File: src/design/wat_pkg.sv
package wat_pkg;

   localparam int unsigned DAY_W = 17;
   localparam int unsigned DUE_W = 32;
   localparam int unsigned DAYS_PER_WEEK = 7;
   localparam logic [DAY_W-1:0] DAY_LENGTH_RESET = 17'd86400;

   typedef enum logic {
      OP_LOAD = 1'b0,
      OP_TICK = 1'b1
   } op_type;

   typedef enum logic {
      REG_DAY_LENGTH = 1'b0,
      REG_SUN_LOW = 1'b1
   } reg_index_type;

   typedef struct packed {
      logic        operation;
      logic [2:0]  slot;
      logic        entry_valid_in;
      logic [7:0]  alarm_id;
      logic        alarm_action;
      logic [6:0]  weekday_mask;
      logic [31:0] due_time;
      logic [31:0] now_second;
      logic [2:0]  now_weekday;
   } req_type;

   typedef struct packed {
      logic [7:0] fired_id;
      logic       fired_action;
      logic       kept;
      logic       last;
   } rsp_type;

   typedef enum logic [2:0] {
      ST_IDLE,
      ST_SCAN,
      ST_PICK,
      ST_MUL,
      ST_EMIT
   } back_state_type;

   // Status passed from the back part to the front part.
   typedef struct packed {
      logic ready;
      logic done;
   } back_status_type;

   // Distance in days (1..7) to the next marked day, 0 for an empty mask.
   function automatic logic [2:0] days_ahead(input logic [6:0] mask_raw,
                                             input logic sun_low,
                                             input logic [2:0] weekday);
      logic [6:0] mask;
      logic [2:0] wd;
      logic [2:0] today;
      logic [2:0] idx;
      logic [3:0] sum;
      logic [2:0] result;
      mask = sun_low ? {mask_raw[0], mask_raw[6:1]} : mask_raw;
      wd = (weekday == 3'd7) ? 3'd0 : weekday;
      today = (wd == 3'd0) ? 3'd6 : wd - 3'd1;
      result = 3'd0;
      for (int d = 7; d >= 1; d--) begin
         sum = {1'b0, today} + 4'(d);
         idx = (sum >= 4'(DAYS_PER_WEEK)) ? 3'(sum - 4'(DAYS_PER_WEEK)) : sum[2:0];
         if (mask[idx]) begin
            result = 3'(d);
         end
      end
      return result;
   endfunction

endpackage

File: src/design/wat_front.sv
module wat_front import wat_pkg::*; (
   input  logic            clock,
   input  logic            reset,
   input  logic            start,
   output logic            busy,
   input  req_type         req_item,
   input  back_status_type status,
   output logic            q_valid,
   output req_type         q_item
);

   // Two-entry queue of accepted transactions; front stops while it is full or while a taken tick is unfinished.
   req_type    q_ff [2];
   req_type    q_in [2];
   logic [1:0] cnt_ff, cnt_in;
   logic       pending_ff, pending_in;
   logic       pop;

   assign q_valid = (cnt_ff != 2'd0);
   assign q_item  = q_ff[0];
   assign pop     = q_valid && status.ready;
   // One tick is processed at a time, so a new start waits for the back part.
   assign busy    = (cnt_ff == 2'd2) || pending_ff;

   always_comb begin
      logic [1:0] c;
      q_in = q_ff;
      c = cnt_ff;
      pending_in = pending_ff;
      if (pop) begin
         q_in[0] = q_ff[1];
         c = c - 2'd1;
         pending_in = 1'b1;
      end
      if (status.done) begin
         pending_in = 1'b0;
      end
      if (start && !busy) begin
         q_in[c[0]] = req_item;
         c = c + 2'd1;
      end
      cnt_in = c;
   end

   always_ff @(posedge clock) begin
      q_ff <= q_in;
      if (reset) begin
         cnt_ff <= 2'd0;
         pending_ff <= 1'b0;
      end else begin
         cnt_ff <= cnt_in;
         pending_ff <= pending_in;
      end
   end

endmodule

File: src/design/wat_back.sv
module wat_back import wat_pkg::*; #(
   parameter int unsigned ENTRIES = 8
) (
   input  logic            clock,
   input  logic            reset,
   input  logic            q_valid,
   input  req_type         q_item,
   input  logic [DAY_W-1:0] day_length,
   input  logic            sun_low,
   output back_status_type status,
   output logic            rsp_valid,
   output rsp_type         rsp_item
);

   localparam int unsigned IW = (ENTRIES > 1) ? $clog2(ENTRIES) : 1;

   logic [ENTRIES-1:0] valid_ff, valid_in;
   logic [ENTRIES-1:0] fired_ff, fired_in;
   logic [7:0]         id_mem [ENTRIES];
   logic               act_mem [ENTRIES];
   logic [6:0]         mask_mem [ENTRIES];
   logic [DUE_W-1:0]   due_mem [ENTRIES];

   back_state_type state_ff, state_in;
   req_type        cur_ff;
   logic [IW:0]    scan_ff, scan_in;
   logic           found_ff, found_in;
   logic [IW-1:0]  best_ff, best_in;
   logic [DUE_W-1:0] best_due_ff, best_due_in;
   logic [2:0]     days_ff;
   logic [DUE_W-1:0] sum_ff;
   logic           take;
   logic           slot_ok;
   logic [IW-1:0]  sidx;
   logic           cand;

   assign take = (state_ff == ST_IDLE) && q_valid;
   assign slot_ok = ({29'd0, q_item.slot} < 32'(ENTRIES));
   assign sidx = scan_ff[IW-1:0];
   assign cand = (scan_ff < (IW+1)'(ENTRIES)) && valid_ff[sidx] && !fired_ff[sidx]
                 && (due_mem[sidx] <= cur_ff.now_second);

   always_comb begin
      state_in = state_ff;
      unique case (state_ff)
         ST_IDLE: if (take && q_item.operation == OP_TICK) state_in = ST_SCAN;
         ST_SCAN: if (scan_ff == (IW+1)'(ENTRIES)) state_in = ST_PICK;
         ST_PICK: state_in = found_ff ? ST_MUL : ST_IDLE;
         ST_MUL:  state_in = ST_EMIT;
         ST_EMIT: state_in = ST_SCAN;
         default: state_in = ST_IDLE;
      endcase
   end

   always_comb begin
      valid_in = valid_ff;
      fired_in = fired_ff;
      scan_in = scan_ff;
      found_in = found_ff;
      best_in = best_ff;
      best_due_in = best_due_ff;
      status.ready = (state_ff == ST_IDLE);
      status.done = 1'b0;
      unique case (state_ff)
         ST_IDLE: begin
            scan_in = '0;
            found_in = 1'b0;
            fired_in = '0;
            if (take) begin
               if (q_item.operation == OP_LOAD) begin
                  status.done = 1'b1;
                  if (slot_ok) begin
                     valid_in[IW'(q_item.slot)] = q_item.entry_valid_in;
                  end
               end
            end
         end
         ST_SCAN: begin
            if (scan_ff != (IW+1)'(ENTRIES)) begin
               if (cand && (!found_ff || due_mem[sidx] < best_due_ff)) begin
                  found_in = 1'b1;
                  best_in = sidx;
                  best_due_in = due_mem[sidx];
               end
               scan_in = scan_ff + 1'b1;
            end
         end
         ST_PICK: begin
            if (!found_ff) status.done = 1'b1;
         end
         ST_MUL: begin
            fired_in[best_ff] = 1'b1;
            if (days_ff == 3'd0) valid_in[best_ff] = 1'b0;
         end
         ST_EMIT: begin
            scan_in = '0;
            found_in = 1'b0;
         end
         default: ;
      endcase
   end

   always_ff @(posedge clock) begin
      if (take) cur_ff <= q_item;
      if (take && q_item.operation == OP_LOAD && q_item.entry_valid_in && slot_ok) begin
         id_mem[IW'(q_item.slot)] <= q_item.alarm_id;
         act_mem[IW'(q_item.slot)] <= q_item.alarm_action;
         mask_mem[IW'(q_item.slot)] <= q_item.weekday_mask;
         due_mem[IW'(q_item.slot)] <= q_item.due_time;
      end
      if (state_ff == ST_PICK) begin
         days_ff <= days_ahead(mask_mem[best_ff], sun_low, cur_ff.now_weekday);
      end
      if (state_ff == ST_MUL) begin
         sum_ff <= cur_ff.now_second + DUE_W'({days_ff, 17'd0} >> 17) * DUE_W'(day_length);
      end
      if (state_ff == ST_EMIT && days_ff != 3'd0) begin
         due_mem[best_ff] <= sum_ff;
      end
      best_ff <= best_in;
      best_due_ff <= best_due_in;
      if (reset) begin
         state_ff <= ST_IDLE;
         valid_ff <= '0;
         fired_ff <= '0;
         scan_ff <= '0;
         found_ff <= 1'b0;
      end else begin
         state_ff <= state_in;
         valid_ff <= valid_in;
         fired_ff <= fired_in;
         scan_ff <= scan_in;
         found_ff <= found_in;
      end
   end

   // A fired alarm is held back one scan so that its last flag is known.
   logic    hold_ff, hold_in;
   rsp_type held_ff, held_in;

   always_comb begin
      hold_in = hold_ff;
      held_in = held_ff;
      rsp_valid = 1'b0;
      rsp_item = held_ff;
      if (state_ff == ST_EMIT) begin
         rsp_valid = hold_ff;
         rsp_item.last = 1'b0;
         hold_in = 1'b1;
         held_in.fired_id = id_mem[best_ff];
         held_in.fired_action = act_mem[best_ff];
         held_in.kept = (days_ff != 3'd0);
         held_in.last = 1'b0;
      end else if (state_ff == ST_PICK && !found_ff && hold_ff) begin
         rsp_valid = 1'b1;
         rsp_item.last = 1'b1;
         hold_in = 1'b0;
      end
   end

   always_ff @(posedge clock) begin
      held_ff <= held_in;
      if (reset) hold_ff <= 1'b0;
      else       hold_ff <= hold_in;
   end

endmodule

File: src/design/weekly_alarm_table.sv
// Order: a load takes effect once the back part takes it from the queue; a tick gives
// its results one by one from a serial scan, as each result waits one scan for its last flag.
// Throughput: one load per cycle; a tick keeps busy high until it is finished.
// Reset (synchronous, active high) empties the table, sets day_length to 86400 and clears the
// Sunday-bit option. The receiver cannot stall: each result is shown for exactly one cycle.
module weekly_alarm_table import wat_pkg::*; #(
   parameter int unsigned ENTRIES = 8
) (
   input  logic        clock,
   input  logic        reset,
   input  logic        start,
   output logic        busy,
   input  req_type     req_item,
   output logic        rsp_strobe,
   output rsp_type     rsp_item,
   input  logic        psel,
   input  logic        penable,
   input  logic        pwrite,
   input  logic [2:0]  paddr,
   input  logic [31:0] pwdata,
   output logic [31:0] prdata,
   output logic        pready
);

   logic [DAY_W-1:0] day_length_ff;
   logic             sun_low_ff;
   logic             q_valid;
   req_type          q_item;
   back_status_type  status;
   logic             wr;

   assign pready = 1'b1;
   assign wr = psel && penable && pwrite;

   always_ff @(posedge clock) begin
      if (reset) begin
         day_length_ff <= DAY_LENGTH_RESET;
         sun_low_ff <= 1'b0;
      end else if (wr && paddr[1:0] == 2'b00 && paddr[2] == REG_DAY_LENGTH) begin
         day_length_ff <= pwdata[DAY_W-1:0];
      end else if (wr && paddr[1:0] == 2'b00 && paddr[2] == REG_SUN_LOW) begin
         sun_low_ff <= pwdata[0];
      end
   end

   always_comb begin
      prdata = '0;
      if (paddr[2] == REG_DAY_LENGTH) prdata = {15'd0, day_length_ff};
      else prdata = {31'd0, sun_low_ff};
   end

   wat_front u_front (
      .clock(clock), .reset(reset), .start(start), .busy(busy), .req_item(req_item),
      .status(status), .q_valid(q_valid), .q_item(q_item)
   );

   wat_back #(.ENTRIES(ENTRIES)) u_back (
      .clock(clock), .reset(reset), .q_valid(q_valid), .q_item(q_item),
      .day_length(day_length_ff), .sun_low(sun_low_ff), .status(status),
      .rsp_valid(rsp_strobe), .rsp_item(rsp_item)
   );

   a_last_alone: assert property (@(posedge clock) disable iff (reset)
      rsp_strobe && rsp_item.last |=> !rsp_strobe)
      else $error("result follows a last result directly");
   a_busy_after_start: assert property (@(posedge clock) disable iff (reset)
      start && !busy |=> busy || q_valid)
      else $error("accepted transaction vanished");
   a_kept_removed: assert property (@(posedge clock) disable iff (reset)
      rsp_strobe |-> !$isunknown(rsp_item.kept))
      else $error("kept flag unknown");

endmodule

File: config.mk
export PLATFORM = sky130hd
export DESIGN_NAME = weekly_alarm_table
export DESIGN_NICKNAME = d
export VERILOG_FILES = /design/src/design/wat_pkg.sv /design/src/design/wat_front.sv /design/src/design/wat_back.sv /design/src/design/weekly_alarm_table.sv
export SDC_FILE = /design/constraint.sdc
export NUM_CORES = 1
export LEC_CHECK = 0
export BUFFER_PORTS_ARGS = -buffer_cell sky130_fd_sc_hd__buf_2
export CAP_MARGIN = 20
export CORE_UTILIZATION = 44
export CTS_CLUSTER_DIAMETER = 40
export DETAILED_ROUTE_END_ITERATION = 8
export HOLD_SLACK_MARGIN = 0.05
export PLACE_DENSITY_LB_ADDON = 0.3
export SKIP_LAST_GASP = 1
export SLEW_MARGIN = 10
export SYNTH_ARGS = -nofsm -noshare
export SYNTH_HDL_FRONTEND = slang
export SYNTH_HIERARCHICAL = 1
export SYNTH_SLANG_ARGS = --single-unit
File: constraint.sdc
create_clock -name clock -period 11.6 [get_ports clock]
set_input_delay 0.58 -clock clock [delete_from_list [all_inputs] [get_ports clock]]
set_output_delay 0.58 -clock clock [all_outputs]
set_load 0.03 [all_outputs]
==> results.txt, run 1 <==
The flow ran to the end, and the final reports show no timing, DRC or antenna violations. The library cell used most frequently in the layout, excluding fill and tap cells, is sky130_fd_sc_hd__edfxtp_1. Of the available clock period, the critical path in the final layout requires 0.498. The number of top-level pins came out at 175.

In this design, the critical path's most frequently occurring cell is sky130_fd_sc_hd__a21o_1. The required time of the worst setup path is 12110 ps. The placer's final routability congestion estimate came out at 0.867. The detailed router placed 19.1k vias in this run. The power density over the cells is 262 nW/µm². Setup repair after global routing left no endpoint under its margin.

The buffer cell driving the clock tree root is sky130_fd_sc_hd__clkbuf_16. After synthesis the netlist holds a flip-flop and latch count of 727. The wire length after detailed routing came out at 75300 µm. Of the total power, registers draw 0.395.

In this run the worst path has a maximum fanout of 36. At the pin with the least slew margin, the transition time is 1070 ps. The maximum resistive drop on vdd came out at 306 µV. The total setup buffers inserted after CTS is 0. In the layout the commonest cells are sky130_fd_sc_hd__edfxtp_1 (587), sky130_fd_sc_hd__nand2_1 (315), sky130_fd_sc_hd__inv_1 (152). The post-synthesis cell type count came out at 74. The achievable clock frequency is 173 MHz. The chip width came out at 277 µm.

The placeable core region came out at 74600 µm². Excluding fillers, the count of instances in the completed layout stands at 3522. The total number of H-tree levels came out at 3. The cell row count is 100. The instance count of the mapped netlist came out at 2384. For this run, the total global-route usage over all layers was measured as 0.196. The initial utilization of the core area, before any placement, comes to 0.445. Of the total power, the share spent switching nets is 0.330.

The element type at the critical path end is a register. The via count of the first global-routing pass is 19.6k. The number of hold violations in the final report came out at 0. The largest total area in the synthesized netlist belongs to sky130_fd_sc_hd__edfxtp_1.

The total of warnings raised by yosys is 6. The tree built by TritonCTS fans out to 727 sinks. The share of the yosys chip area belonging to registers is 0.616. The detailed router finished its first iteration with 1197 violations. The setup check on the worst reg-to-reg path leaves a slack of 5820 ps.

The post-route setup TNS came out at 0 ps. For this run, the leading register cell type out of synthesis is sky130_fd_sc_hd__edfxtp_1. At the end of the flow the core is filled with cells to 0.503. Measured along the y axis, the die boundary spans 277 µm. The design internal power came out at 6.60 mW. The slowest stage of the critical path belongs to the cell sky130_fd_sc_hd__dfxtp_4.

The later pin in the worst-skew pair is clocked with a latency of 660 ps. Traced cell by cell, the critical path runs through buf_4, mux4_2, mux2_2, ha_1, a21o_1, a21o_1, a21o_1, a211oi_1, o21ai_0, a22oi_1, o211ai_1, a211oi_4, buf_4, mux2_1. The total power draw came out at 9.84 mW. The fraction of synthesis flops using an asynchronous set or reset pin came out at 0. In this run the power spent charging and discharging nets is 3.24 mW. The minimum period implied by the final worst setup slack came out at 5780 ps.

The relative max-transition margin came out at 0.286. At the worst endpoint, the arrival time is 6280 ps. The leakage power total is 14.2 nW. The count of fill cells added during filler insertion came out at 6255. The type of the most critical hold path is input pin to register. The total number of nets in the final design came out at 2741. The highest cell delay on the worst timing path is 750 ps.

The final max-slew violation count is 0. The wire length of the first global-routing pass is 114000 µm. The clock-pin transition on the worst setup and hold timing paths is 60 ps. Detailed placement ended at an HPWL of 48600 µm.

The synthesis-to-layout area growth came out at 13.1%. After detailed placement, the design holds a cell count of 3349. By area the synthesized netlist is led by sky130_fd_sc_hd__edfxtp_1 (53%), sky130_fd_sc_hd__dfxtp_1 (8.4%), sky130_fd_sc_hd__mux4_2 (5.2%), sky130_fd_sc_hd__mux2_2 (4.8%), sky130_fd_sc_hd__ha_1 (3.9%).

The number of buffers added on ports is 143. Counting flops with a built-in enable in the synthesized netlist gives 587. The maximum number of pins on one net before global-route repair came out at 75. The residual DRC count is 0. The number of gates resized after CTS was 0.

The reported max-cap violation count is 0. The number of antenna violations at the first check in global routing is 4. The worst hold margin came out at 109 ps. The worst-case clock buffer depth came out at 3. The number of buffers and inverters on the critical path came out at 2. In this run the cell area of the synthesized design comes to 33200 µm².

The die area is 76500 µm². Along the worst hold path, the cell count comes to 1. The worst setup path is of the register to register kind.

Setup violations remaining at the end of the flow were counted as 0. Dividing the detail-routed via count by the number of cells gives 5.43. The startpoint of the tightest hold check path is req_item[16].

The depth of the worst register-to-register path is 14. Once detail routing completed, the nets flagged for antenna violations numbered 0. The worst clock skew is 46.0 ps.

The leftover overflow at the end of global routing is 0. The share of Yosys cell area claimed by the top area cell type is 0.531. The average detailed-routed wire length per instance is 21.4 µm. The hold-fix buffer count after cts is 0. The number of iterations in the first detailed-routing pass is 6. TritonCTS built the clock tree.

The post-synthesis area per instance is 13.9 µm². Clock tree synthesis inserted a total of 91 buffers. On the critical path the largest part of the delay comes from compound AO/OA/AOI/OAI gates. The share of power burned in combinational logic came out at 0.308. The worst setup path is launched from a register. For hold timing, the worst endpoint is u_front/q_ff[16]$_DFFE_PP_. The fraction of final layout cells sized beyond drive strength 1 is 0.235.

The share of total power dissipated in the clock network is 0.297.
[sequential cells by signal (all words and copies together) (netlist names), 4 cells and up, named ones only]
name,cells
u_back/mask_mem,56
u_front/q_item,88
u_back/scan_ff,4
u_back/sum_ff,32
u_back/act_mem,8
u_back/due_mem,256
u_back/cur_ff,35
day_length_ff,17
u_back/id_mem,64
u_back/best_due_ff,32
u_back/rsp_item,10
u_front/q_ff,88
u_back/valid_ff,8
u_back/fired_ff,8
[Yosys cell counts, types with 12 or more instances]
library cell	number
sky130_fd_sc_hd__a21o_1	28
sky130_fd_sc_hd__a21oi_1	57
sky130_fd_sc_hd__a22oi_1	28
sky130_fd_sc_hd__a31oi_1	12
sky130_fd_sc_hd__and2_1	50
sky130_fd_sc_hd__buf_4	105
sky130_fd_sc_hd__clkbuf_1	51
sky130_fd_sc_hd__dfxtp_1	140
sky130_fd_sc_hd__edfxtp_1	587
sky130_fd_sc_hd__fa_1	34
sky130_fd_sc_hd__ha_1	103
sky130_fd_sc_hd__inv_1	152
sky130_fd_sc_hd__mux2_2	141
sky130_fd_sc_hd__mux2_4	21
sky130_fd_sc_hd__mux2i_1	49
sky130_fd_sc_hd__mux4_2	76
sky130_fd_sc_hd__nand2_1	315
sky130_fd_sc_hd__nand2b_1	34
sky130_fd_sc_hd__nand3_1	17
sky130_fd_sc_hd__nand4_1	21
sky130_fd_sc_hd__nor2_1	76
sky130_fd_sc_hd__nor2b_1	22
sky130_fd_sc_hd__nor3_1	34
sky130_fd_sc_hd__o21ai_0	29
sky130_fd_sc_hd__xnor2_1	28
[power by group through the flow]
stage	Sequential (mW)	Combinational (mW)	Clock, mW
2_1_floorplan	3.74	2.58	0
3_3_place_gp	3.92	2.89	0
3_5_place_dp	3.94	2.99	0
4_1_cts	3.89	3.02	2.98
5_1_grt	3.94	3.37	3.08
6_report	3.89	3.03	2.92
[per-stage QoR]
stage	setup WS (ps)	cell area, µm²
5_1_grt	5450	37500
2_1_floorplan	6140	33200
3_5_place_dp	5740	34300
3_3_place_gp	5860	34300
6_report	5820	37500
4_1_cts	5720	37500
[routing by layer]
metal,vias to the layer above,GRT usage,routed length (µm)
li1,8765,-,-
met1,9664,0.263,32600
met2,579,0.320,35900
met3,114,0.0331,4580
met4,2,0.0748,2210
met5,-,0,13
[final cells by class]
cell class / count / area [µm²] / share of cell area
repair buffers: 170 / 941 / 0.0251
flip-flops and latches: 727 / 20400 / 0.545
clock buffers: 104 / 2390 / 0.0637
inverters: 155 / 582 / 0.0155
clock inverters: 66 / 832 / 0.0222
multi-input cells: 1330 / 11100 / 0.297
diodes: 1 / 2.50 / 0.0000667
well taps: 969 / 1210 / 0.0323
[logic make-up after synthesis]
| kind of cell | after synthesis | synth area share |
|---|---|---|
| AO/OA/AOI/OAI | 233 | 0.0472 |
| XOR/XNOR | 35 | 0.00924 |
| adder cells (fa/ha/maj) | 137 | 0.0593 |
| buffers and inverters | 341 | 0.0532 |
| flip-flops | 727 | 0.616 |
| multiplexers | 300 | 0.130 |
| other | 2 | 0.000226 |
| AND/OR/NAND/NOR | 609 | 0.0847 |
[how the worst max path moves through the flow]
| stage | endpoint | slack, ps | cells after the start |
|---|---|---|---|
| after floorplan | register | 6140 | 14 |
| after global routing | register | 5450 | 14 |
| after CTS | register | 5720 | 14 |
| final | register | 5820 | 14 |
| after detailed placement | register | 5740 | 14 |
| after global placement | register | 5860 | 14 |
Power figures use the tool's default switching activity.
==> run 2: changes to the inputs <==
clock period = 5.58 ns   (was 11.6 ns; I/O delays follow)
==> run 2 against run 1 <==
Setup slack lost 5100 ps. Maximum frequency is 19% higher. Critical path depth rose by 2. Clock-buffer cell count up 18. Highest routed layer is now met4.
==> results.txt, run 2 (synthesized netlist as in run 1, its figures left out) <==
The run finished with clean final reports. The global routing stage identified its most utilized layer as met2. The worst-case clock buffer depth was 3 (unchanged). The number of antenna diodes came out at 0 (-1). The clock-pin transition on the worst setup and hold timing paths is 50 ps (about the same). The path class of the tightest hold or removal check is input pin to register. The worst setup path is captured at a register. The detail-routed via count per cell is 5.36 (-1.2%). The placeable core region is 74600 µm² (unchanged). TritonCTS built the clock tree. The clock sink count is 727 (unchanged).

The count of fill cells added during filler insertion came out at 6102 (-2.4%). The critical path start-end classification is register to register. The maximum number of pins on one net before global-route repair came out at 86 (+15%). The all-layer global routing usage came out at 0.201 (+0.00500). The maximum resistive drop on vdd was 402 µV (+31%). The critical-path maximum fanout came out at 18 (-50%).

The post-route setup TNS was 0 ps (unchanged). The number of top-level pins is 175 (unchanged). The number of iterations in the first detailed-routing pass came out at 7 (+1). The slew at the pin with the worst max-slew slack came out at 1150 ps (+82.0 ps). Ranked by flip-flop count, first place goes to u_back/due_mem.

In the layout the commonest cells are sky130_fd_sc_hd__edfxtp_1 (587), sky130_fd_sc_hd__nand2_1 (315), sky130_fd_sc_hd__inv_1 (152). The achievable clock frequency came out at 206 MHz (+19%). The most common cell after layout, fill and taps aside is sky130_fd_sc_hd__edfxtp_1.

The wire length after detailed routing was 76500 µm (+1.6%). The number of antenna violations at the first check in global routing came out at 1 (-3). The clock buffer count from CTS came to 96 (+5.5%). The reported max-cap violation count came to 0 (unchanged). The total power draw came out at 20.8 mW (+110%).

The chip width came to 277 µm (unchanged). The final max-slew violation count was 0 (unchanged). The required time of the worst setup path came out at 5960 ps (-6150 ps). The number of buffers added on ports came out at 143 (unchanged). The met3 track utilization from global routing is 0.0404 (+0.00734). CTS placed an instance of sky130_fd_sc_hd__clkbuf_16 at the clock tree root. The synthesis-to-layout area growth is 17.2%. The count of nets left with antenna violations after detail routing was 0 (unchanged). The part of the cycle the worst path needs is 0.871 (+0.373). The via count of the first global-routing pass came out at 20.2k (+3.0%). The residual DRC count was 0 (unchanged). The clock latency reported for the late side of the worst-skew pair came to 650 ps (about the same). The initial DRC count is 1381 (+15%). The wire length of the first global-routing pass came to 118000 µm (+3.0%). The die area was 76500 µm² (unchanged).

The power density over the cells came out at 535 nW/µm² (+100%). The total number of H-tree levels came out at 3 (unchanged). The initial standard-cell utilization of the core is 0.445 (unchanged). The die boundary height came out at 277 µm (unchanged).

The total number of vias was 19.6k (+2.4%). The number of flip-flops in the largest register is 256 (unchanged). The count of final setup violators is 0 (unchanged). The global routing met2 resource utilization came out at 0.331 (+0.0111). The cell row count is 100 (unchanged).

The number of hold violations in the final report came out at 0 (unchanged). The total number of nets in the final design came to 2866 (+4.6%). The critical path arrival came to 5240 ps (-1040 ps). The fraction of final layout cells sized beyond drive strength 1 came to 0.233 (-0.00214). The met1 track demand over resource is 0.266 (+0.00312). The leakage power total is 14.8 nW (+4.7%). The worst setup path is launched from a register. The minimum period implied by the final worst setup slack is 4860 ps (-917 ps).

The pre-CTS setup slack is 761 ps (-4980 ps). The relative max-transition margin is 0.229 (-0.0572). Setup repair after global routing left no endpoint under its margin. The setup slack of the critical path after layout came out at 721 ps (-5100 ps). The placer's final routability congestion estimate came out at 0.912 (+5.3%). The average detailed-routed wire length per instance came out at 20.9 µm (-2.0%). The leftover overflow at the end of global routing was 0 (unchanged). The worst clock skew is 42.2 ps (-3.83 ps). The HPWL reported at the end of detailed placement came out at 49500 µm (+1.9%).
## run 2: changes by cell type in the layout (fill, tap and decap cells not counted), moves of 3 or more
cell and delta:
sky130_fd_sc_hd__inv_6 +13, sky130_fd_sc_hd__clkbuf_16 +8, sky130_fd_sc_hd__clkinvlp_4 -11, sky130_fd_sc_hd__buf_12 +3, sky130_fd_sc_hd__buf_4 +11, sky130_fd_sc_hd__bufinv_16 -6
sky130_fd_sc_hd__inv_8 +3, sky130_fd_sc_hd__clkbuf_8 +10, sky130_fd_sc_hd__clkinv_2 -4, sky130_fd_sc_hd__dlygate4sd3_1 +106
## run 2: worst max-delay path, cell delays in order (launching register included)
cell	delay [ps]
sky130_fd_sc_hd__edfxtp_1	600
sky130_fd_sc_hd__and2_1	250
sky130_fd_sc_hd__fa_1	550
sky130_fd_sc_hd__inv_1	60
sky130_fd_sc_hd__fa_1	510
sky130_fd_sc_hd__inv_1	40
sky130_fd_sc_hd__ha_1	320
sky130_fd_sc_hd__a21o_1	130
sky130_fd_sc_hd__a21oi_1	100
sky130_fd_sc_hd__o21ai_0	300
sky130_fd_sc_hd__nand3_1	180
sky130_fd_sc_hd__a211oi_1	580
sky130_fd_sc_hd__o21ai_0	250
sky130_fd_sc_hd__a21oi_1	230
sky130_fd_sc_hd__buf_4	200
sky130_fd_sc_hd__o2111ai_1	150
sky130_fd_sc_hd__xnor2_1	160
## run 2: layout make-up
cell class                      count  area, µm²  share of cell area
Sequential cell                   727      20400               0.525
Clock inverter                     59        646              0.0166
Timing Repair Buffer              290       2170              0.0558
Tap cell                          969       1210              0.0312
Clock buffer                      122       2730              0.0701
Multi-Input combinational cell   1330      11100               0.286
Inverter                          155        582              0.0150
## run 2: timing repair
| item | in CTS | in global routing |
|---|---|---|
| buffers inserted | 0 | 0 |
| hold buffers | 106 | 0 |
| resized for setup | 0 | 0 |
| endpoints found under the hold margin | 194 | 0 |
| endpoints found under the setup margin | 0 | 0 |
## run 2: worst paths after layout
kind	startpoint	to	slack, ps	cells after the start
min reg2reg	u_front/q_item[3]$_DFF_P_	u_back/cur_ff[3]$_DFFE_PP_	430	0
max reg2reg	u_back/days_ff[2]$_SDFFCE_PP0P_	u_back/sum_ff[23]$_DFFE_PP_	720	16
max	u_back/days_ff[2]$_SDFFCE_PP0P_	u_back/sum_ff[23]$_DFFE_PP_	720	16
min	paddr[0]	day_length_ff[4]$_SDFFE_PP0P_	230	4
## run 2: layer usage
layer	vias to the layer above	part of all wire
met5	-	0
met4	0	0.025
met3	129	0.064
met2	588	0.49
met1	9831	0.42
li1	9036	-
## run 2: metrics by stage
step | hold WS (ps) | cell area (µm²) | util | cells
6_report | 230 | 38900 | 0.522 | 3652
5_1_grt | 237 | 38900 | 0.522 | 3652
4_1_cts | 201 | 38800 | 0.521 | 3650
3_5_place_dp | 416 | 34400 | 0.462 | 3363
3_3_place_gp | 413 | 34400 | 0.461 | 3362
2_1_floorplan | 351 | 33200 | - | 2398
## run 2: power breakdown
part           internal (mW)  switching, mW
combinational           2.69           3.79
sequential              7.41          0.671
clock                   3.82           2.44
total                   13.9           6.90
